`config.mk`:
```
export PLATFORM = sky130hd
export DESIGN_NAME = rope_exp_cell
export DESIGN_NICKNAME = d
export VERILOG_FILES = /design/src/hdl/rope_pkg.sv /design/src/hdl/rope_exp_cell.sv
export SDC_FILE = /design/constraint.sdc
export NUM_CORES = 2
export LEC_CHECK = 0
export ABC_AREA = 1
export BUFFER_PORTS_ARGS = -buffer_cell sky130_fd_sc_hd__buf_4
export CORE_ASPECT_RATIO = 0.9
export CORE_MARGIN = 5
export CORE_UTILIZATION = 29
export CTS_CLUSTER_DIAMETER = 80
export CTS_CLUSTER_SIZE = 25
export DETAILED_ROUTE_END_ITERATION = 8
export PLACE_DENSITY = 0.55
export REMOVE_ABC_BUFFERS = 1
export SYNTH_ARGS = -nofsm -noshare
export SYNTH_HDL_FRONTEND = slang
export SYNTH_SLANG_ARGS = --single-unit
```
`constraint.sdc`:
```
create_clock -name clk -period 9.5 [get_ports clk]
set_input_delay 0.475 -clock clk [delete_from_list [all_inputs] [get_ports clk]]
set_output_delay 0.475 -clock clk [all_outputs]
set_load 0.005 [all_outputs]
```
`src/hdl/rope_pkg.sv`:
```
// ----------------------------------------------------------------------------
// rope_pkg
// Shared constants, word types and elaboration-time tables for the rotary
// position embedding pipeline.
// ----------------------------------------------------------------------------
package rope_pkg;

	localparam int POSITION_LIMIT = 4096;
	localparam int ROT_DIM_LIMIT  = 256;

	localparam int FRAC_BITS    = 26;
	localparam int LG_W         = 31;
	localparam int NUM_W        = 39;
	localparam int DIV_STEPS    = NUM_W;
	localparam int EXP_STEPS    = FRAC_BITS;
	localparam int CORDIC_STEPS = 32;
	localparam int MOD_STEPS    = 11;
	localparam int TH_W         = 46;
	localparam int CW           = 36;

	localparam logic [34:0] TWO_PI_Q32 = 35'h6487ED511;
	localparam logic [33:0] PI_Q32     = 34'h3243F6A89;
	localparam logic [32:0] HALF_PI_Q32 = 33'h1921FB544;
	localparam logic [31:0] GAIN_Q32   = 32'h9B74EDA8;
	localparam logic [31:0] ATAN_ONE_Q32 = 32'hC90FDAA2;

	// register indexes of the configuration port
	localparam logic REG_ROT_DIMS  = 1'b0;
	localparam logic REG_BASE_FREQ = 1'b1;

	typedef struct packed {
		logic [8:0]       rem;
		logic [NUM_W-1:0] w;
	} div_t;

	typedef struct packed {
		logic [32:0]     p;
		logic [LG_W-1:0] e;
	} exp_t;

	typedef struct packed {
		logic signed [CW-1:0] cx;
		logic signed [CW-1:0] cy;
		logic signed [CW-1:0] z;
	} cord_t;

	typedef struct packed {
		logic signed [31:0] x;
		logic signed [31:0] y;
		logic [11:0]        pos;
		logic               beyond;
		logic               tail;
		logic               neg;
	} side_t;

	function automatic logic [63:0] isqrt64(input logic [63:0] v);
		logic [63:0] r;
		logic [63:0] b;
		logic [63:0] rm;
		rm = v;
		r  = '0;
		b  = 64'h1 << 62;
		for (int n = 0; n < 32; n++) begin
			if (b > rm) b = b >> 2;
		end
		for (int n = 0; n < 32; n++) begin
			if (b != 0) begin
				if (rm >= r + b) begin
					rm = rm - (r + b);
					r  = (r >> 1) + b;
				end else begin
					r = r >> 1;
				end
				b = b >> 2;
			end
		end
		return r;
	endfunction

	// 2^(-2^-j) in Q32
	function automatic logic [31:0] exp_entry(input int j);
		logic [63:0] e;
		e = 64'h1 << 31;
		for (int n = 1; n <= FRAC_BITS; n++) begin
			if (n <= j) e = isqrt64(e << 32);
		end
		return e[31:0];
	endfunction

	// shift-subtract quotient, used only for table building
	function automatic logic [63:0] udiv64(input logic [63:0] a, input logic [63:0] d);
		logic [64:0] r;
		logic [63:0] q;
		r = '0;
		q = '0;
		for (int n = 63; n >= 0; n--) begin
			r = {r[63:0], a[n]};
			if (r >= {1'b0, d}) begin
				r    = r - {1'b0, d};
				q[n] = 1'b1;
			end
		end
		return q;
	endfunction

	// atan(2^-i) in Q32 from the Taylor series in Q60, rounded
	function automatic logic [31:0] atan_entry(input int i);
		logic signed [63:0] acc;
		logic signed [63:0] term;
		logic               add;
		acc = '0;
		add = 1'b1;
		if (i == 0) return ATAN_ONE_Q32;
		for (int n = 1; n <= 61; n += 2) begin
			if (i * n <= 60) begin
				term = signed'(udiv64(64'h1 << (60 - i * n), 64'(n)));
				acc  = add ? acc + term : acc - term;
				add  = !add;
			end
		end
		acc = (acc + (64'sd1 <<< 27)) >>> 28;
		return acc[31:0];
	endfunction

endpackage

```
`src/hdl/rope_exp_cell.sv`:
```
// ----------------------------------------------------------------------------
// rope_exp_cell
// One factor of 2^-frac: multiply by the table entry when the exponent bit is set.
// ----------------------------------------------------------------------------
module rope_exp_cell (
	input  logic            clk,
	input  logic            en,
	input  logic [31:0]     tab,
	input  logic [4:0]      sel,
	input  rope_pkg::exp_t  prev,
	output rope_pkg::exp_t  next
);
	import rope_pkg::*;

	exp_t        next_q;
	logic [64:0] m;

	assign m = 65'(prev.p) * 65'(tab);

	always_ff @(posedge clk) begin
		if (en) begin
			next_q.p <= prev.e[sel] ? m[64:32] : prev.p;
			next_q.e <= prev.e;
		end
	end

	assign next = next_q;

endmodule

```
==> impl_metrics.toml <==
[route]
finalWirelength_um = 121000
drtIter0Drc = 1866
routed-via-count = 29953
dr.pass1.iters = 5
wl_per_cell_um = 18.0
drc = 0
vias_per_cell = 4.48
ant_nets = 0

[cts]
cts_max_path_buffers = 2
post_cts_buffers = 0
cts-htree-levels = 3
cts_sinks = 64
tritoncts = "yes"
clk_pin_slew_ns = 0.07
cts_resized = 0
ctsHoldBuffers = 0
cts-root-buf = "clkbuf_16"
cts_buffers = 9

[setup_path]
worst-path-max-fanout = 33
path_common_cell = "fa_1"
worstSetupPathType = "in2reg"
critPathLaunchType = "input pin"
required_ns = 9.62
critPathArrivalTime_ns = 7.45
critPathMaxStageDelay_ns = 0.57
cp_slowest_cell = "fa_1"
cp-end-kind = "register"

[min_path]
whs_path_depth = 1
hp-class = "in2reg"
hold_start = "prev[5]"
whs_endpoint = "next[5]"

[final_layout]
largest_reg_flops = 64
area_delta_synth_final_pct = 7.03
drive_above_1_share_pct = 3.77
final_nets = 6240

[timing]
setup_viol = 0
max_freq_mhz = 136
holdWs_ns = 0.278
fin_tns_setup_ns = 0
tightest_slew_ns = 1.04
slew_headroom_pct = 30.7
hold_viol = 0
drv_slew = 0
min_period_ns = 7.34
fin_crit_sh_pct = 77.2
rsz0062_at_grt = "false"

[placement]
gp_congestion = 0.950
port_buffers = 166
dp_hpwl_um = 98600

[run]
cap_viol_max_count = 0

[die]
die_area_um2 = 140000
core_um2 = 131000
io-pin-count = 167
row_count = 126
start_util_pct = 29.3
fp.dieH_um = 355
die_w_um = 394

[logic_synthesis]
syn_inst = 5040
seq_area_frac_synth_pct = 5.00
ys_types = 28
syn_avg_cell_area_um2 = 7.63
ys_ff_latch = 64
netlist_area_um2 = 38500
synth_warnings = 0

[grt]
grt_antenna_before_repair = 5
grt_use_total_pct = 17.4
grt_pass1_wl_um = 190000
first_global_vias = 33000
grt_overflow_total = 0
grt_max_degree = 65

[outcome]
outcome = "complete, no violations"
-- area by class of cell --
cell class	count	area (um^2)
flip-flops and latches	64	1920
diodes	3	7.51
clock buffers	9	225
multi-input cells	3124	29500
clock inverters	7	103
well taps	1728	2160
inverters	1586	5960
fillers	14217	90300
repair buffers	166	1250
-- Yosys cell counts --
library cell | n | share of area [%]
a21o_1 | 1 | 0.020
fa_1 | 925 | 48
o21ai_0 | 63 | 0.82
buf_4 | 2 | 0.039
nand3_1 | 91 | 1.2
xnor2_1 | 4 | 0.091
o22ai_1 | 4 | 0.065
o211ai_2 | 1 | 0.033
nand4_1 | 3 | 0.049
inv_1 | 1584 | 15
buf_2 | 4 | 0.052
xor2_1 | 2 | 0.046
nor3_1 | 14 | 0.18
o21a_1 | 3 | 0.059
nand2_2 | 1 | 0.016
clkbuf_1 | 256 | 2.5
nor2_1 | 164 | 1.6
a21oi_1 | 92 | 1.2
buf_6 | 4 | 0.12
nand3b_1 | 7 | 0.14
o21ai_1 | 5 | 0.065
edfxtp_1 | 64 | 5.0
nand2b_1 | 1 | 0.016
nand2_1 | 1469 | 14
inv_4 | 2 | 0.033
ha_1 | 261 | 8.5
o21bai_1 | 12 | 0.23
or2_2 | 1 | 0.016
-- worst max path at each step --
stage,startpoint,endpoint,depth (start not counted)
3_3_place_gp,prev[51],next[59],26
2_1_floorplan,tab[8],next[49],28
4_1_cts,prev[52],next[59],26
5_1_grt,prev[52],next[35],25
3_5_place_dp,prev[52],next[59],26
6_report,tab[5],next[54],28
-- logic make-up after synthesis --
family,count (synthesis),share of synthesized area (%)
adders and majority gates,1186,56.6
DFF,64,5.00
AOI/OAI and AO/OA,181,2.49
buffers and inverters,1852,18.2
xor gates and xnor gates,6,0.137
and+or+nand+nor,1751,17.5
-- metrics by stage --
step           worst slack, ns  instances  instance area [um^2]  utilization, %
5_1_grt                   1.85       6684                 41200            31.3
2_1_floorplan             3.21       4774                 37400               -
3_3_place_gp              1.83       6668                 40800            31.1
3_5_place_dp              1.81       6668                 40800            31.1
4_1_cts                   2.22       6684                 41200            31.3
6_report                  2.16       6687                 41200            31.3
-- worst max-delay path, delay by kind of cell --
| kind | cells | cell delay (ns) |
|---|---|---|
| fa+ha+maj | 9 | 4.46 |
| simple gates | 11 | 1.40 |
| buf+inv | 7 | 0.79 |
| compound gates | 1 | 0.29 |
-- placed cells by master, fill, tap and decap left out --
cell type   instances
a21o_1              1
a21oi_1            92
buf_4             166
bufinv_16           2
clkbuf_16           9
clkinv_4            1
clkinvlp_4          1
diode_2             3
edfxtp_1           64
fa_1              925
ha_1              261
inv_1            1584
inv_4               2
inv_6               3
nand2_1          1469
nand2_2             1
nand2b_1            1
nand3_1            91
nand3b_1            7
nand4_1             3
nor2_1            164
nor3_1             14
o211ai_2            1
o21a_1              3
o21ai_0            63
o21ai_1             5
o21bai_1           12
o22ai_1             4
or2_2               1
xnor2_1             4
xor2_1              2
-- layer usage --
| metal | routed length, um | track usage, % | up-vias |
|---|---|---|---|
| met3 | 8130 | 3.23 | 135 |
| met5 | 8 | 0 | - |
| li1 | - | - | 13761 |
| met2 | 55900 | 29.0 | 877 |
| met4 | 2620 | 4.09 | 2 |
| met1 | 53900 | 23.7 | 15178 |
Power is not shown: default switching activity piles up to over one toggle a cycle in this logic, so the estimate is an artifact.
