## config.mk

```make
export PLATFORM = sky130hd
export DESIGN_NAME = rope_div_cell
export DESIGN_NICKNAME = d
export VERILOG_FILES = /design/src/hdl/rope_pkg.sv /design/src/hdl/rope_div_cell.sv
export SDC_FILE = /design/constraint.sdc
export NUM_CORES = 1
export LEC_CHECK = 0
export ABC_AREA = 1
export BUFFER_PORTS_ARGS = -buffer_cell sky130_fd_sc_hd__buf_2
export CAP_MARGIN = 20
export CELL_PAD_IN_SITES_DETAIL_PLACEMENT = 2
export CELL_PAD_IN_SITES_GLOBAL_PLACEMENT = 2
export CORE_MARGIN = 1
export CORE_UTILIZATION = 27
export DETAILED_ROUTE_END_ITERATION = 16
export PLACE_DENSITY = 0.76
export REMOVE_ABC_BUFFERS = 1
export SLEW_MARGIN = 15
export SYNTH_ARGS = -nofsm -noshare
export SYNTH_HDL_FRONTEND = slang
export SYNTH_SLANG_ARGS = --single-unit
```

## constraint.sdc

```tcl
create_clock -name clk -period 1.9 [get_ports clk]
set_clock_uncertainty 0.1 [all_clocks]
set_input_delay 0.19 -clock clk [delete_from_list [all_inputs] [get_ports clk]]
set_output_delay 0.19 -clock clk [all_outputs]
set_load 0.05 [all_outputs]
```

## src/hdl/rope_pkg.sv

```systemverilog
// ----------------------------------------------------------------------------
// rope_pkg
// Shared constants, word types and elaboration-time tables for the rotary
// position embedding pipeline.
// ----------------------------------------------------------------------------
package rope_pkg;

	localparam int POSITION_LIMIT = 4096;
	localparam int ROT_DIM_LIMIT  = 256;

	localparam int FRAC_BITS    = 26;
	localparam int LG_W         = 31;
	localparam int NUM_W        = 39;
	localparam int DIV_STEPS    = NUM_W;
	localparam int EXP_STEPS    = FRAC_BITS;
	localparam int CORDIC_STEPS = 32;
	localparam int MOD_STEPS    = 11;
	localparam int TH_W         = 46;
	localparam int CW           = 36;

	localparam logic [34:0] TWO_PI_Q32 = 35'h6487ED511;
	localparam logic [33:0] PI_Q32     = 34'h3243F6A89;
	localparam logic [32:0] HALF_PI_Q32 = 33'h1921FB544;
	localparam logic [31:0] GAIN_Q32   = 32'h9B74EDA8;
	localparam logic [31:0] ATAN_ONE_Q32 = 32'hC90FDAA2;

	// register indexes of the configuration port
	localparam logic REG_ROT_DIMS  = 1'b0;
	localparam logic REG_BASE_FREQ = 1'b1;

	typedef struct packed {
		logic [8:0]       rem;
		logic [NUM_W-1:0] w;
	} div_t;

	typedef struct packed {
		logic [32:0]     p;
		logic [LG_W-1:0] e;
	} exp_t;

	typedef struct packed {
		logic signed [CW-1:0] cx;
		logic signed [CW-1:0] cy;
		logic signed [CW-1:0] z;
	} cord_t;

	typedef struct packed {
		logic signed [31:0] x;
		logic signed [31:0] y;
		logic [11:0]        pos;
		logic               beyond;
		logic               tail;
		logic               neg;
	} side_t;

	function automatic logic [63:0] isqrt64(input logic [63:0] v);
		logic [63:0] r;
		logic [63:0] b;
		logic [63:0] rm;
		rm = v;
		r  = '0;
		b  = 64'h1 << 62;
		for (int n = 0; n < 32; n++) begin
			if (b > rm) b = b >> 2;
		end
		for (int n = 0; n < 32; n++) begin
			if (b != 0) begin
				if (rm >= r + b) begin
					rm = rm - (r + b);
					r  = (r >> 1) + b;
				end else begin
					r = r >> 1;
				end
				b = b >> 2;
			end
		end
		return r;
	endfunction

	// 2^(-2^-j) in Q32
	function automatic logic [31:0] exp_entry(input int j);
		logic [63:0] e;
		e = 64'h1 << 31;
		for (int n = 1; n <= FRAC_BITS; n++) begin
			if (n <= j) e = isqrt64(e << 32);
		end
		return e[31:0];
	endfunction

	// shift-subtract quotient, used only for table building
	function automatic logic [63:0] udiv64(input logic [63:0] a, input logic [63:0] d);
		logic [64:0] r;
		logic [63:0] q;
		r = '0;
		q = '0;
		for (int n = 63; n >= 0; n--) begin
			r = {r[63:0], a[n]};
			if (r >= {1'b0, d}) begin
				r    = r - {1'b0, d};
				q[n] = 1'b1;
			end
		end
		return q;
	endfunction

	// atan(2^-i) in Q32 from the Taylor series in Q60, rounded
	function automatic logic [31:0] atan_entry(input int i);
		logic signed [63:0] acc;
		logic signed [63:0] term;
		logic               add;
		acc = '0;
		add = 1'b1;
		if (i == 0) return ATAN_ONE_Q32;
		for (int n = 1; n <= 61; n += 2) begin
			if (i * n <= 60) begin
				term = signed'(udiv64(64'h1 << (60 - i * n), 64'(n)));
				acc  = add ? acc + term : acc - term;
				add  = !add;
			end
		end
		acc = (acc + (64'sd1 <<< 27)) >>> 28;
		return acc[31:0];
	endfunction

endpackage

```

## src/hdl/rope_div_cell.sv

```systemverilog
// ----------------------------------------------------------------------------
// rope_div_cell
// One restoring division step: shift in a numerator bit, subtract if it fits.
// ----------------------------------------------------------------------------
module rope_div_cell (
	input  logic                clk,
	input  logic                en,
	input  logic [8:0]          divisor,
	input  rope_pkg::div_t      prev,
	output rope_pkg::div_t      next
);
	import rope_pkg::*;

	div_t       next_q;
	logic [9:0] t;
	logic       fits;

	assign t    = {prev.rem, prev.w[NUM_W-1]};
	assign fits = (t >= {1'b0, divisor});

	always_ff @(posedge clk) begin
		if (en) begin
			next_q.rem <= fits ? 9'(t - {1'b0, divisor}) : t[8:0];
			next_q.w   <= {prev.w[NUM_W-2:0], fits};
		end
	end

	assign next = next_q;

endmodule

```

==> metrics.md <==
| Metric | Value |
|---|---|
| Run status | complete, no violations |
| Internal power | 1.79 mW |
| Max VDD drop | 0.287 mV |
| GR Util met1 | 26.6% |
| CTS tree | yes |
| # diodes | 0 |
| Cell Count, Final, Fillers Out | 431 |
| Top Ports | 107 |
| # H-tree levels | 2 |
| CP Max Fanout | 10 |
| Count of pins over their slew limit | 0 |
| CP required | 1.85 ns |
| Post-synthesis cell type count | 18 |
| Post-synth ARST share | 0% |
| FF+latch area | 1440 um2 |
| Clock share of power | 21.6% |
| Clk slew on worst S/H paths | 0.09 ns |
| Row count | 31 |
| Drt wl/cell | 20.4 um |
| Die area | 8150 um2 |
| Post-CTS Setup Inserts | 0 |
| Clock period minus worst slack | 1.75 ns |
| CP endpoint kind | flop |
| Fill count | 781 |
| Initial Utilization | 28.4% |
| Crit path DAT | 1.69 ns |
| IO buf count | 106 |
| Placed cell area | 2820 um2 |
| Post-synthesis sequential area ratio | 68.5% |
| Synthesized instance count | 174 |
| Normalized max-slew margin | 75.4% |
| Placed instance count | 385 |
| Drt first-iter violations | 93 |
| Max_cap viols | 0 |
| Multi-input logic area | 559 um2 |
| Worst hold slack | 0.119 ns |
| Post-layout instance area | 3280 um2 |
| P_sw | 0.995 mW |
| CORE AREA | 7410 um2 |
| Clock sink count | 48 |
| Antenna-violating nets left | 0 |
| Cell Area, Synth | 2100 um2 |
| Vias | 1946 |
| Largest net degree at the start of global routing | 49 |
| Startpoint Class | primary input |
| Number of global-route vias before repair | 2091 |
| Num CTS Buffers | 5 |
| Antenna violations before repair | 0 |
| Hold crit path type | primary input to flop |
| GRT Util Overall | 22.4% |
| Max reg flops | 48 |
| Max Buffers Root-to-Sink | 2 |
| Layout cells sized above 1 | 37.7% |
| Worst Tran Pin Value | 0.369 ns |
| Avg Cell Area, Syn | 12.1 um2 |
| Die X | 90.3 um |
| Hold_buf cts | 38 |
| Top FF cell, synth | edfxtp_1 |
| #FFs+latches synth | 48 |
| Gp weighted congestion | 0.820 |
| Number of synthesized flops with an enable pin | 48 |
| DR pass1 iterations | 4 |
| Max frequency | 0.573 GHz |
| PD cells | 848 nW/um2 |
| Final Hold Fails | 0 |
| Worst Setup Slack, final | 0.155 ns |
| Leakage power | 1.57 nW |
| Pre-CTS setup slack | -0.0580 ns |
| Sequential power share | 47.6% |
| Sw frac | 35.8% |
| Top-area cell type share of the netlist area | 68.5% |
| First-pass GRT wire length | 13200 um |
| Remaining Overflow, GRT | 0 |
| Post-CTS Resized | 0 |
| Area Overhead vs Synth | 55.9% |
| Synth top area cells | edfxtp_1, nand2_1, ha_1, inv_1, nand3_1 |
| Routed wire length | 8790 um |
| Die height | 90.3 um |
| Root Driver | clkbuf_8 |
| Final setup fails | 0 |
| Dpl hpwl | 5120 um |
| Period utilization | 91.9% |
| Drt via density | 4.52 |
| DR DRC count | 0 |
| Yosys warnings | 0 |
| Critical path class | primary input to flop |
| Grt met3 use | 5.98% |
| Area leader, netlist | edfxtp_1 |
| GR met2 Demand/Resource | 38.7% |
| Nets | 400 |
| Combinational Power Share | 30.8% |
| Most frequent cells after synthesis | nand2_1, edfxtp_1, inv_1, nand3_1, ha_1 |
| GRT busiest layer | met2 |
| Unrepaired setup endpoints after global routing | false |
| Most common cell in the synthesized netlist | nand2_1 |
## path summary, 6_finish.rpt
kind,from,endpoint,depth (start not counted),slack [ns]
worst max-delay path,prev[38],next[45]$_DFFE_PP_,11,0.15
worst min-delay path,prev[38],next[39]$_DFFE_PP_,3,0.12
## cells in the final DEF, fill, tap and decap left out, drive strengths merged
master | synthesis | layout
a21oi | 5 | 5
buf | 1 | 113
clkbuf | 0 | 7
clkinv | 1 | 2
dlygate4sd3 | 0 | 38
edfxtp | 48 | 48
fa | 1 | 1
ha | 9 | 9
inv | 25 | 25
nand2 | 55 | 55
nand3 | 17 | 17
nand3b | 1 | 1
nand4 | 2 | 2
nor2 | 5 | 5
nor3 | 1 | 1
xor2 | 3 | 3
## logic make-up after synthesis
group	count (synthesis)	share of synthesized area, %
AOI/OAI and AO/OA	5	1.90
xor gates and xnor gates	3	1.25
DFF	48	68.5
buffers and inverters	27	4.88
and+or+nand+nor	81	17.1
adders and majority gates	10	6.31
## layout make-up
class,count,area share [%]
clock buffer,7,2.33
clock inverter,1,0.115
multi-input combinational,99,17.1
inverter,26,2.98
tap,99,3.78
sequential,48,44.0
timing repair buffer,151,29.8
## worst max-delay path, stage by stage
cell and delay, ns:
buf_2 0.10, inv_1 0.05, ha_1 0.16, inv_1 0.09, fa_1 0.46, nand4_1 0.17
nand2_2 0.09, nand2_4 0.09, nand2_4 0.10, nand2_1 0.10, nand2_1 0.08
## power groups by stage
stage	Clock, mW	Sequential [mW]	Combinational (mW)
floorplan	0	1.67	0.167
global placement	0	1.32	0.745
detailed placement	0	1.33	0.765
CTS	0.596	1.31	0.832
global route	0.657	1.33	0.902
finish	0.601	1.32	0.856
## layer usage
layer  part of all wire (%)  wire length, um
met1                     41             3600
met2                     50             4410
met3                    7.3              641
met4                    1.7              150
met5                      0                0
## stage by stage
stage | utilization, % | TNS [ns] | power, mW
after floorplan | - | 0 | 1.84
after global placement | 38.0 | 0 | 2.07
after detailed placement | 38.0 | -0.360 | 2.09
after CTS | 44.2 | 0 | 2.73
after global routing | 44.2 | 0 | 2.89
final | 44.2 | 0 | 2.78
(Power assumes the default switching activity.)
