## src/hdl/rope_pkg.sv

```systemverilog
// ----------------------------------------------------------------------------
// rope_pkg
// Shared constants, word types and elaboration-time tables for the rotary
// position embedding pipeline.
// ----------------------------------------------------------------------------
package rope_pkg;

	localparam int POSITION_LIMIT = 4096;
	localparam int ROT_DIM_LIMIT  = 256;

	localparam int FRAC_BITS    = 26;
	localparam int LG_W         = 31;
	localparam int NUM_W        = 39;
	localparam int DIV_STEPS    = NUM_W;
	localparam int EXP_STEPS    = FRAC_BITS;
	localparam int CORDIC_STEPS = 32;
	localparam int MOD_STEPS    = 11;
	localparam int TH_W         = 46;
	localparam int CW           = 36;

	localparam logic [34:0] TWO_PI_Q32 = 35'h6487ED511;
	localparam logic [33:0] PI_Q32     = 34'h3243F6A89;
	localparam logic [32:0] HALF_PI_Q32 = 33'h1921FB544;
	localparam logic [31:0] GAIN_Q32   = 32'h9B74EDA8;
	localparam logic [31:0] ATAN_ONE_Q32 = 32'hC90FDAA2;

	// register indexes of the configuration port
	localparam logic REG_ROT_DIMS  = 1'b0;
	localparam logic REG_BASE_FREQ = 1'b1;

	typedef struct packed {
		logic [8:0]       rem;
		logic [NUM_W-1:0] w;
	} div_t;

	typedef struct packed {
		logic [32:0]     p;
		logic [LG_W-1:0] e;
	} exp_t;

	typedef struct packed {
		logic signed [CW-1:0] cx;
		logic signed [CW-1:0] cy;
		logic signed [CW-1:0] z;
	} cord_t;

	typedef struct packed {
		logic signed [31:0] x;
		logic signed [31:0] y;
		logic [11:0]        pos;
		logic               beyond;
		logic               tail;
		logic               neg;
	} side_t;

	function automatic logic [63:0] isqrt64(input logic [63:0] v);
		logic [63:0] r;
		logic [63:0] b;
		logic [63:0] rm;
		rm = v;
		r  = '0;
		b  = 64'h1 << 62;
		for (int n = 0; n < 32; n++) begin
			if (b > rm) b = b >> 2;
		end
		for (int n = 0; n < 32; n++) begin
			if (b != 0) begin
				if (rm >= r + b) begin
					rm = rm - (r + b);
					r  = (r >> 1) + b;
				end else begin
					r = r >> 1;
				end
				b = b >> 2;
			end
		end
		return r;
	endfunction

	// 2^(-2^-j) in Q32
	function automatic logic [31:0] exp_entry(input int j);
		logic [63:0] e;
		e = 64'h1 << 31;
		for (int n = 1; n <= FRAC_BITS; n++) begin
			if (n <= j) e = isqrt64(e << 32);
		end
		return e[31:0];
	endfunction

	// shift-subtract quotient, used only for table building
	function automatic logic [63:0] udiv64(input logic [63:0] a, input logic [63:0] d);
		logic [64:0] r;
		logic [63:0] q;
		r = '0;
		q = '0;
		for (int n = 63; n >= 0; n--) begin
			r = {r[63:0], a[n]};
			if (r >= {1'b0, d}) begin
				r    = r - {1'b0, d};
				q[n] = 1'b1;
			end
		end
		return q;
	endfunction

	// atan(2^-i) in Q32 from the Taylor series in Q60, rounded
	function automatic logic [31:0] atan_entry(input int i);
		logic signed [63:0] acc;
		logic signed [63:0] term;
		logic               add;
		acc = '0;
		add = 1'b1;
		if (i == 0) return ATAN_ONE_Q32;
		for (int n = 1; n <= 61; n += 2) begin
			if (i * n <= 60) begin
				term = signed'(udiv64(64'h1 << (60 - i * n), 64'(n)));
				acc  = add ? acc + term : acc - term;
				add  = !add;
			end
		end
		acc = (acc + (64'sd1 <<< 27)) >>> 28;
		return acc[31:0];
	endfunction

endpackage

```

## src/hdl/rope_cordic_cell.sv

```systemverilog
// ----------------------------------------------------------------------------
// rope_cordic_cell
// One CORDIC rotation step towards zero residual angle.
// ----------------------------------------------------------------------------
module rope_cordic_cell (
	input  logic                              clk,
	input  logic                              en,
	input  logic [4:0]                        shift,
	input  logic signed [rope_pkg::CW-1:0]    angle,
	input  rope_pkg::cord_t                   prev,
	output rope_pkg::cord_t                   next
);
	import rope_pkg::*;

	cord_t              next_q;
	logic signed [CW-1:0] sx;
	logic signed [CW-1:0] sy;

	assign sx = prev.cx >>> shift;
	assign sy = prev.cy >>> shift;

	always_ff @(posedge clk) begin
		if (en) begin
			if (!prev.z[CW-1]) begin
				next_q.cx <= prev.cx - sy;
				next_q.cy <= prev.cy + sx;
				next_q.z  <= prev.z - angle;
			end else begin
				next_q.cx <= prev.cx + sy;
				next_q.cy <= prev.cy - sx;
				next_q.z  <= prev.z + angle;
			end
		end
	end

	assign next = next_q;

endmodule

```

## config.mk

```make
export PLATFORM = sky130hd
export DESIGN_NAME = rope_cordic_cell
export DESIGN_NICKNAME = d
export VERILOG_FILES = /design/src/hdl/rope_pkg.sv /design/src/hdl/rope_cordic_cell.sv
export SDC_FILE = /design/constraint.sdc
export NUM_CORES = 1
export LEC_CHECK = 0
export ABC_AREA = 0
export BUFFER_PORTS_ARGS = -buffer_cell sky130_fd_sc_hd__buf_2
export CAP_MARGIN = 20
export CORE_MARGIN = 5
export CORE_UTILIZATION = 57
export DETAILED_ROUTE_END_ITERATION = 10
export PLACE_DENSITY = 0.8
export SLEW_MARGIN = 20
export SYNTH_ARGS = -nofsm -noshare
export SYNTH_HDL_FRONTEND = slang
export SYNTH_SLANG_ARGS = --single-unit
export TNS_END_PERCENT = 20
```

## constraint.sdc

```tcl
create_clock -name clk -period 7.45 [get_ports clk]
set_input_delay 1.1175 -clock clk [delete_from_list [all_inputs] [get_ports clk]]
set_output_delay 1.1175 -clock clk [all_outputs]
set_load 0.05 [all_outputs]
```

==> run metrics <==
final instance area 0.0180 sq mm; Setup crit start shift[1]; synth top area cells edfxtp_1 20%, mux4_2 11%, ha_1 8.6%; WP data required 7.58 ns; RSZ-0062 raised after global routing no; hold depth 2; initial antenna violation count 1; PostCTS Resize Cnt 0; main combinational cell family by area after synthesis compound AO/OA/AOI/OAI gates; fraction of the mapped netlist area in simple logic gates 15.2%; Die X-Extent 177 microns; worst-path cell chain buf_4 -> buf_12 -> buf_12 -> mux4_2 -> mux2i_1 -> o21ai_0 -> a21oi_1 -> nand3_1 -> nor3_2 -> and3_1 -> a31oi_1 -> xnor2_1 -> ha_1 -> and4_1 -> a221oi_1 -> nor3_1 -> a31o_2 -> o41a_1 -> a311oi_1 -> a21oi_1 -> xnor2_1; setup violators final 0; Hold Crit Class in2reg; Post-Synth XOR/XNOR Area 10.3%; vias in the first global route 15500; slowest cell delay on critical path 0.52 ns; multi-input logic area 0.0120 sq mm; Worst Tran Pin Value 1.24 ns; CP startpoint kind primary input; GRT overflow 0; Antenna Nets Post-Route 0; status completed; Final Slew Violations 0; pwr/cell area 217 mW/mm^2; Avg Inst Size Synth 8.95 sq um; die area 0.0313 sq mm; Worst EP arrival 7.18 ns; DPL Wire Length 45.7 mm; Final WS setup 0.392 ns; minimum clock period 7.06 ns; clk buf depth 2; number of fill cells in the layout 2304; Lkg Pwr 7.69 nW; critical path class in2reg; residual DRC count 0; postcts setup bufs 0; Post-synth top flop edfxtp_1; Final Hold Fails 0; per-cell routed wire length 24.2 microns; TritonCTS buffer count 9; area leader, netlist edfxtp_1; nets 2275; Post-synth top cells 164 x a21oi_1, 157 x nor2_1, 118 x nand2_1, 109 x ha_1, 108 x edfxtp_1; Slowest cell on crit path mux4_2; Design Power 3.91 mW; HP Start prev[0]; Tcrit/Tclk final 94.7%; DRT iter0 DRCs 2348; die span in y 177 microns; fmax 142 MHz; worst hold endpoint next[0]; top cell type's share of synthesized area 20.4%; number of flip-flops in the largest register 108; CTS tree done; EDFF count, synth 108; post-synthesis compound-gate area fraction 23.1%; Starting Density 57.4%; syn nets 2040; Yosys reg bits 108; share of layout cells above drive strength 1 22.8%; max_slew headroom 17.3%; I/O pins 259; Post-Route WL 58.0 mm; CP Capture Type flop; drt pass-1 iters 9; CTS clock-pin slew for the worst setup and hold paths 0.09 ns; Synth-to-Final Area Change 13.2%; sequential fraction of the synthesis area 20.4%; worst slack at placement 0.138 ns; Synth Area in Adders 8.95%; cell area after synthesis 0.0159 sq mm; Gate Count Post-Synth 1777; Reg area 0.00324 sq mm; VDD IR max 0.171 mV; max-cap viol count 0; # rows 61; total core area 0.0277 sq mm; # hold bufs at CTS 0; post-layout util 65.0%; multiplexer share of the synthesized area 17.9%; total track usage 35.7%; total clock sinks 108; H-tree depth 3; GP Congestion 1.09; Placed Area 0.0177 sq mm; worst-path fanout max 46; pin count of the biggest net entering global routing 87; first-pass GRT wire length 88.4 mm; DR vias/cell 6.80; unique cell type count in the Yosys netlist 84; final setup TNS 0 ns; vias post-DR 16300; async set-reset flop share out of synthesis 0%; Port Buffers 258; synth warn 0; root buffer cell clkbuf_16; most common cell in the synthesized netlist a21oi_1
-- worst max-delay path by stage --
stage                end  slack (ns)  depth (start not counted)
2_1_floorplan  next[107]        1.13                         25
3_3_place_gp    next[71]        0.27                         21
3_5_place_dp    next[71]        0.14                         21
4_1_cts         next[71]        0.53                         21
5_1_grt         next[71]        0.09                         20
6_report        next[71]        0.39                         21
-- area by class of cell --
type | instances | area share (%)
Timing Repair Buffer | 319 | 10.0
Tap cell | 378 | 2.63
Inverter | 54 | 1.13
Antenna cell | 1 | 0.0139
Clock inverter | 6 | 0.313
Multi-Input combinational cell | 1520 | 66.6
Clock buffer | 10 | 1.27
Sequential cell | 108 | 18.0
-- worst max-delay path, delay by kind of cell --
kind / cells / cell delay (ns)
multiplexers: 2 / 0.80
adder cells (fa/ha/maj): 1 / 0.37
AND/OR/NAND/NOR: 5 / 1.14
XOR/XNOR: 2 / 0.30
AO/OA/AOI/OAI: 8 / 2.47
buffers and inverters: 3 / 0.95
-- stage by stage --
step	hold slack (ns)	cells
after floorplan	1.23	1777
final	1.02	2396
after global routing	1.03	2395
after global placement	1.41	2379
after CTS	1.02	2395
after detailed placement	1.41	2379
-- metal layers --
layer | vias to the layer above | wire length [microns] | track usage (%)
li1 | 7313 | - | -
met1 | 7679 | 22800 | 48.2
met2 | 1105 | 25600 | 56.0
met3 | 203 | 6890 | 7.58
met4 | 2 | 2750 | 15.0
met5 | - | 7 | 0
-- power by group --
group	internal, mW	total (mW)	leakage, nW	switching, mW
clock	0.236	0.514	0.137	0.278
combinational	0.825	2.45	6.49	1.63
sequential	0.903	0.942	1.06	0.0388
-- logic make-up (layout without fill, tap and decap cells) --
family                     count (synthesis)  count (layout)
muxes                                    173             173
AOI/OAI and AO/OA                        551             551
other                                      0               1
DFF                                      108             108
adders and majority gates                112             112
buffers and inverters                    149             389
xor gates and xnor gates                 187             187
and+or+nand+nor                          497             497
-- cell usage in the layout, fill, tap and decap left out, types with 27 or more instances in the layout --
master    count
o21a_1       27
inv_1        52
ha_1        109
buf_4        61
buf_2       254
a21o_1       60
nor2_1      157
edfxtp_1    108
mux2i_1      65
a21oi_1     164
a31oi_1      36
nand2_1     118
nand3_1      36
xnor2_1     103
mux4_2       76
xor2_1       84
nor3_1       38
o21ai_0      69
(Power assumes the default switching activity.)
