$ cat src/hdl/rope_pkg.sv
// ----------------------------------------------------------------------------
// rope_pkg
// Shared constants, word types and elaboration-time tables for the rotary
// position embedding pipeline.
// ----------------------------------------------------------------------------
package rope_pkg;

	localparam int POSITION_LIMIT = 4096;
	localparam int ROT_DIM_LIMIT  = 256;

	localparam int FRAC_BITS    = 26;
	localparam int LG_W         = 31;
	localparam int NUM_W        = 39;
	localparam int DIV_STEPS    = NUM_W;
	localparam int EXP_STEPS    = FRAC_BITS;
	localparam int CORDIC_STEPS = 32;
	localparam int MOD_STEPS    = 11;
	localparam int TH_W         = 46;
	localparam int CW           = 36;

	localparam logic [34:0] TWO_PI_Q32 = 35'h6487ED511;
	localparam logic [33:0] PI_Q32     = 34'h3243F6A89;
	localparam logic [32:0] HALF_PI_Q32 = 33'h1921FB544;
	localparam logic [31:0] GAIN_Q32   = 32'h9B74EDA8;
	localparam logic [31:0] ATAN_ONE_Q32 = 32'hC90FDAA2;

	// register indexes of the configuration port
	localparam logic REG_ROT_DIMS  = 1'b0;
	localparam logic REG_BASE_FREQ = 1'b1;

	typedef struct packed {
		logic [8:0]       rem;
		logic [NUM_W-1:0] w;
	} div_t;

	typedef struct packed {
		logic [32:0]     p;
		logic [LG_W-1:0] e;
	} exp_t;

	typedef struct packed {
		logic signed [CW-1:0] cx;
		logic signed [CW-1:0] cy;
		logic signed [CW-1:0] z;
	} cord_t;

	typedef struct packed {
		logic signed [31:0] x;
		logic signed [31:0] y;
		logic [11:0]        pos;
		logic               beyond;
		logic               tail;
		logic               neg;
	} side_t;

	function automatic logic [63:0] isqrt64(input logic [63:0] v);
		logic [63:0] r;
		logic [63:0] b;
		logic [63:0] rm;
		rm = v;
		r  = '0;
		b  = 64'h1 << 62;
		for (int n = 0; n < 32; n++) begin
			if (b > rm) b = b >> 2;
		end
		for (int n = 0; n < 32; n++) begin
			if (b != 0) begin
				if (rm >= r + b) begin
					rm = rm - (r + b);
					r  = (r >> 1) + b;
				end else begin
					r = r >> 1;
				end
				b = b >> 2;
			end
		end
		return r;
	endfunction

	// 2^(-2^-j) in Q32
	function automatic logic [31:0] exp_entry(input int j);
		logic [63:0] e;
		e = 64'h1 << 31;
		for (int n = 1; n <= FRAC_BITS; n++) begin
			if (n <= j) e = isqrt64(e << 32);
		end
		return e[31:0];
	endfunction

	// shift-subtract quotient, used only for table building
	function automatic logic [63:0] udiv64(input logic [63:0] a, input logic [63:0] d);
		logic [64:0] r;
		logic [63:0] q;
		r = '0;
		q = '0;
		for (int n = 63; n >= 0; n--) begin
			r = {r[63:0], a[n]};
			if (r >= {1'b0, d}) begin
				r    = r - {1'b0, d};
				q[n] = 1'b1;
			end
		end
		return q;
	endfunction

	// atan(2^-i) in Q32 from the Taylor series in Q60, rounded
	function automatic logic [31:0] atan_entry(input int i);
		logic signed [63:0] acc;
		logic signed [63:0] term;
		logic               add;
		acc = '0;
		add = 1'b1;
		if (i == 0) return ATAN_ONE_Q32;
		for (int n = 1; n <= 61; n += 2) begin
			if (i * n <= 60) begin
				term = signed'(udiv64(64'h1 << (60 - i * n), 64'(n)));
				acc  = add ? acc + term : acc - term;
				add  = !add;
			end
		end
		acc = (acc + (64'sd1 <<< 27)) >>> 28;
		return acc[31:0];
	endfunction

endpackage

$ cat src/hdl/rope_log2.sv
// ----------------------------------------------------------------------------
// rope_log2
// Sequential log2 of the frequency base in Q5.26 by repeated squaring.
// ----------------------------------------------------------------------------
module rope_log2 (
	input  logic                       clk,
	input  logic                       arst_n,
	input  logic                       start,
	input  logic [19:0]                base,
	output logic [rope_pkg::LG_W-1:0]  lg,
	output logic                       busy
);
	import rope_pkg::*;

	typedef enum logic [1:0] {L_LOAD, L_SQUARE, L_DONE} lstate_t;

	lstate_t         state_q;
	logic [4:0]      cnt_q;
	logic [31:0]     y_q;
	logic [LG_W-1:0] lg_q;
	logic [4:0]      top;
	logic [63:0]     sq;
	logic [32:0]     t;

	always_comb begin
		top = '0;
		for (int b = 0; b < 20; b++) begin
			if (base[b]) top = 5'(b);
		end
	end

	assign sq = 64'(y_q) * 64'(y_q);
	assign t  = sq[63:31];

	always_ff @(posedge clk or negedge arst_n) begin
		if (!arst_n) begin
			state_q <= L_LOAD;
			cnt_q   <= '0;
			y_q     <= '0;
			lg_q    <= '0;
		end else if (start) begin
			state_q <= L_LOAD;
		end else begin
			unique case (state_q)
				L_LOAD: begin
					y_q     <= 32'(base) << (5'd31 - top);
					lg_q    <= LG_W'(top) << FRAC_BITS;
					cnt_q   <= 5'd1;
					state_q <= L_SQUARE;
				end
				L_SQUARE: begin
					if (t[32]) begin
						lg_q <= lg_q | (LG_W'(1) << (5'(FRAC_BITS) - cnt_q));
						y_q  <= t[32:1];
					end else begin
						y_q <= t[31:0];
					end
					cnt_q <= cnt_q + 5'd1;
					if (cnt_q == 5'(FRAC_BITS)) state_q <= L_DONE;
				end
				default: begin
					state_q <= L_DONE;
				end
			endcase
		end
	end

	assign lg   = lg_q;
	assign busy = (state_q != L_DONE);

endmodule

$ cat config.mk
export PLATFORM = sky130hd
export DESIGN_NAME = rope_log2
export DESIGN_NICKNAME = d
export VERILOG_FILES = /design/src/hdl/rope_pkg.sv /design/src/hdl/rope_log2.sv
export SDC_FILE = /design/constraint.sdc
export NUM_CORES = 2
export LEC_CHECK = 0
export ABC_AREA = 1
export ABC_CLOCK_PERIOD_IN_PS = 8200
export BUFFER_PORTS_ARGS = -buffer_cell sky130_fd_sc_hd__buf_2
export CORE_MARGIN = 2
export CORE_UTILIZATION = 30
export DETAILED_ROUTE_END_ITERATION = 7
export REMOVE_ABC_BUFFERS = 1
export SLEW_MARGIN = 20
export SYNTH_ARGS = -nofsm -noshare
export SYNTH_HDL_FRONTEND = slang
export SYNTH_SLANG_ARGS = --single-unit
export TNS_END_PERCENT = 30
$ cat constraint.sdc
create_clock -name clk -period 8.2 [get_ports clk]
set_input_delay 1.64 -clock clk [delete_from_list [all_inputs] [get_ports clk]]
set_output_delay 1.64 -clock clk [all_outputs]
set_load 0.02 [all_outputs]
==> impl_metrics.py <==
metrics = {
    "yosys": {
        "synth-edff-count": 0,
        "ys_seq_area_frac": 0.05109,
        "postSynthCellCount": 4228,
        "synthTopCellsByArea": "fa_1 47%, inv_1 15%, ha_1 11%, nand2_1 9.1%, dfrtp_1 5.1%",
        "avgSynthCellArea_um2": 8.109,
        "netlist.area_leader.share": 0.4660,
        "synthFlopType": "dfrtp_1",
        "synth_warnings": 0,
        "synth_cell_types": 54,
        "ys_ff_latch": 70,
        "async_flop_share": 1.000,
        "synth_top_area_cell": "fa_1",
        "syn_area_mm2": 0.03429,
    },
    "setup_path": {
        "r2r_slack_ns": 0.25,
        "critPathArrivalTime_ns": 8.21,
        "cp.required_ns": 8.47,
        "endpoint_kind": "register",
        "crit_top_cell": "nand2_1",
        "crit_family": "adder cells",
        "r2r_start": "y_q[3]",
        "path_class": "reg2reg",
        "slowest_delay_ns": 0.61,
        "critPathBufInv": 7,
        "cp-start-kind": "register",
        "cp_max_fo": 16,
        "r2r_end": "y_q[17]",
        "cp_slowest_cell": "dfrtp_4",
        "r2r_cells": 35,
    },
    "global_routing": {
        "grt_usage": 0.1649,
        "grt_max_degree": 71,
        "grt_pass1_wl_um": 152500,
        "overflow": 0,
        "grt_pass1_vias": 27989,
        "antenna_found_initial": 1,
    },
    "cells_and_area": {
        "layout-drive-gt1-share": 0.05176,
        "antenna_cells": 0,
        "final_area_mm2": 0.03707,
        "layout_commonest_cell": "inv_1",
        "area_growth_syn_to_layout_pct": 8.134,
        "fin_nets": 5355,
        "layout_common_cells": "1356 x inv_1, 835 x nand2_1, 798 x fa_1",
    },
    "cts": {
        "clockBufferDepth": 2,
        "cts.sinks": 70,
        "path_clk_slew_ns": 0.09,
        "root_buffer": "clkbuf_16",
        "h-tree-depth": 3,
        "cts_hold_buffers": 0,
        "cts_tree": "done",
        "insertion_delay_ns": 0.37,
        "numCtsBuffers": 9,
    },
    "floorplanning": {
        "die_area_mm2": 0.1170,
        "core_mm2": 0.1139,
        "die_y_um": 342.1,
        "ios": 55,
        "initial_core_util": 0.3011,
        "die_w_um": 342.1,
        "rows": 124,
    },
    "sta": {
        "fmax_ghz": 0.1258,
        "rsz0062_at_grt": "true",
        "finalHoldViolCount": 0,
        "setup_viol": 0,
        "fin_skew_ns": 0.02610,
        "max_slew_margin": 0.2550,
        "tns_ns": 0,
        "period_minus_slack_ns": 7.948,
        "finalCritPeriodShare": 0.9693,
        "slew_violations": 0,
        "worstMarginPinSlew_ns": 1.116,
    },
    "job": {
        "maxCapViolCount": 0,
    },
    "worst_hold_path": {
        "hold_end": "lg[2]",
        "holdPathStages": 2,
        "worstHoldPathType": "reg2reg",
        "holdCritStartpoint": "lg[2]",
    },
    "placement": {
        "portBuffers": 54,
        "place_hpwl_um": 78200,
        "globalplace.congestion": 0.9499,
        "placed_area_mm2": 0.03672,
    },
    "drt": {
        "vias": 25864,
        "via_per_inst": 4.489,
        "drtPass1Iterations": 5,
        "drtIter0Drc": 1444,
        "wl_per_cell_um": 16.09,
        "wirelength_um": 92690,
        "ant_nets": 0,
        "drc": 0,
    },
    "outcome": {
        "status": "finished clean",
    },
}
==> how the worst max path moves through the flow <==
stage	startpoint	end	slack (ns)	cells after the start
CTS	y_q[18]	y_q[17]	0.02	32
detailed placement	y_q[2]	y_q[17]	-0.02	31
global placement	y_q[2]	y_q[17]	-0.08	31
finish	y_q[3]	y_q[17]	0.25	35
floorplan	y_q[10]	lg[27]	0.46	28
global route	y_q[18]	y_q[17]	-0.06	32
==> routing by layer <==
| metal | wire length (µm) | vias up | track usage |
|---|---|---|---|
| met5 | 0 | - | 0 |
| met4 | 2112 | 0 | 0.03582 |
| met3 | 3973 | 95 | 0.01648 |
| met2 | 45780 | 535 | 0.2862 |
| met1 | 40830 | 13058 | 0.2222 |
| li1 | - | 12176 | - |
==> what timing repair did <==
action | in CTS | in global routing
setup endpoints to repair | 1 | 62
gates resized for setup | 2 | 22
buffers inserted | 0 | 1
pin swaps | 0 | 1
cloned | 0 | 0
==> worst reg2reg max path: cells and delay by family, from the launching register on <==
kind                     cells  cell delay (ns)
adder cells (fa/ha/maj)      9             4.32
AND/OR/NAND/NOR             17             2.05
flip-flops                   1             0.61
buffers and inverters        7             0.57
XOR/XNOR                     1             0.23
AO/OA/AOI/OAI                1             0.10
==> kinds of logic (layout without fill, tap and decap cells) <==
group	after synthesis	count (layout)	synth area share
flops	70	70	0.05109
simple gates	1208	1208	0.1442
compound gates	295	295	0.04985
fa+ha+maj	1087	1087	0.5714
buf+inv	1502	1524	0.1666
xor+xnor	66	66	0.01686
==> state kept, by name, summed over array words and instances, names as in the netlist <==
register / cells
cnt_q: 5
lg: 31
state_q: 2
y_q: 32
==> Yosys cell counts, types with 6 or more instances <==
library cell     n
a21o_1           6
a21oi_1        132
a31oi_1         25
buf_1           12
buf_4           10
clkbuf_1       111
dfrtp_1         70
fa_1           798
ha_1           289
inv_1         1356
nand2_1        835
nand2_2          6
nand3_1        155
nand3_2          7
nand4_1         10
nor2_1         132
nor3_1          33
nor4_1          13
o211ai_1         6
o21a_1           6
o21ai_0         67
o21ai_1          7
o21bai_1        14
or2_2            7
xnor2_1         34
xor2_1          32
==> metrics by stage <==
stage	setup WS, ns	instances	hold WS [ns]	utilization
2_1_floorplan	0.4565	4088	0.4915	-
3_3_place_gp	-0.07647	5745	0.5067	0.3224
3_5_place_dp	-0.01985	5745	0.5107	0.3224
4_1_cts	0.01640	5761	0.5206	0.3249
5_1_grt	-0.05732	5762	0.5380	0.3256
6_report	0.2516	5762	0.5168	0.3256
==> area by class of cell <==
type	instances	area (µm²)
sequential	70	1774
multi-input combinational	2656	26870
fill	12140	76800
inverter	1362	5115
tap	1512	1892
clock buffer	9	225.2
timing repair buffer	146	1141
clock inverter	7	52.55
Power is left out: the tool's default activity adds up to more than one toggle a clock period on the data nets, which glitch-free logic cannot reach.
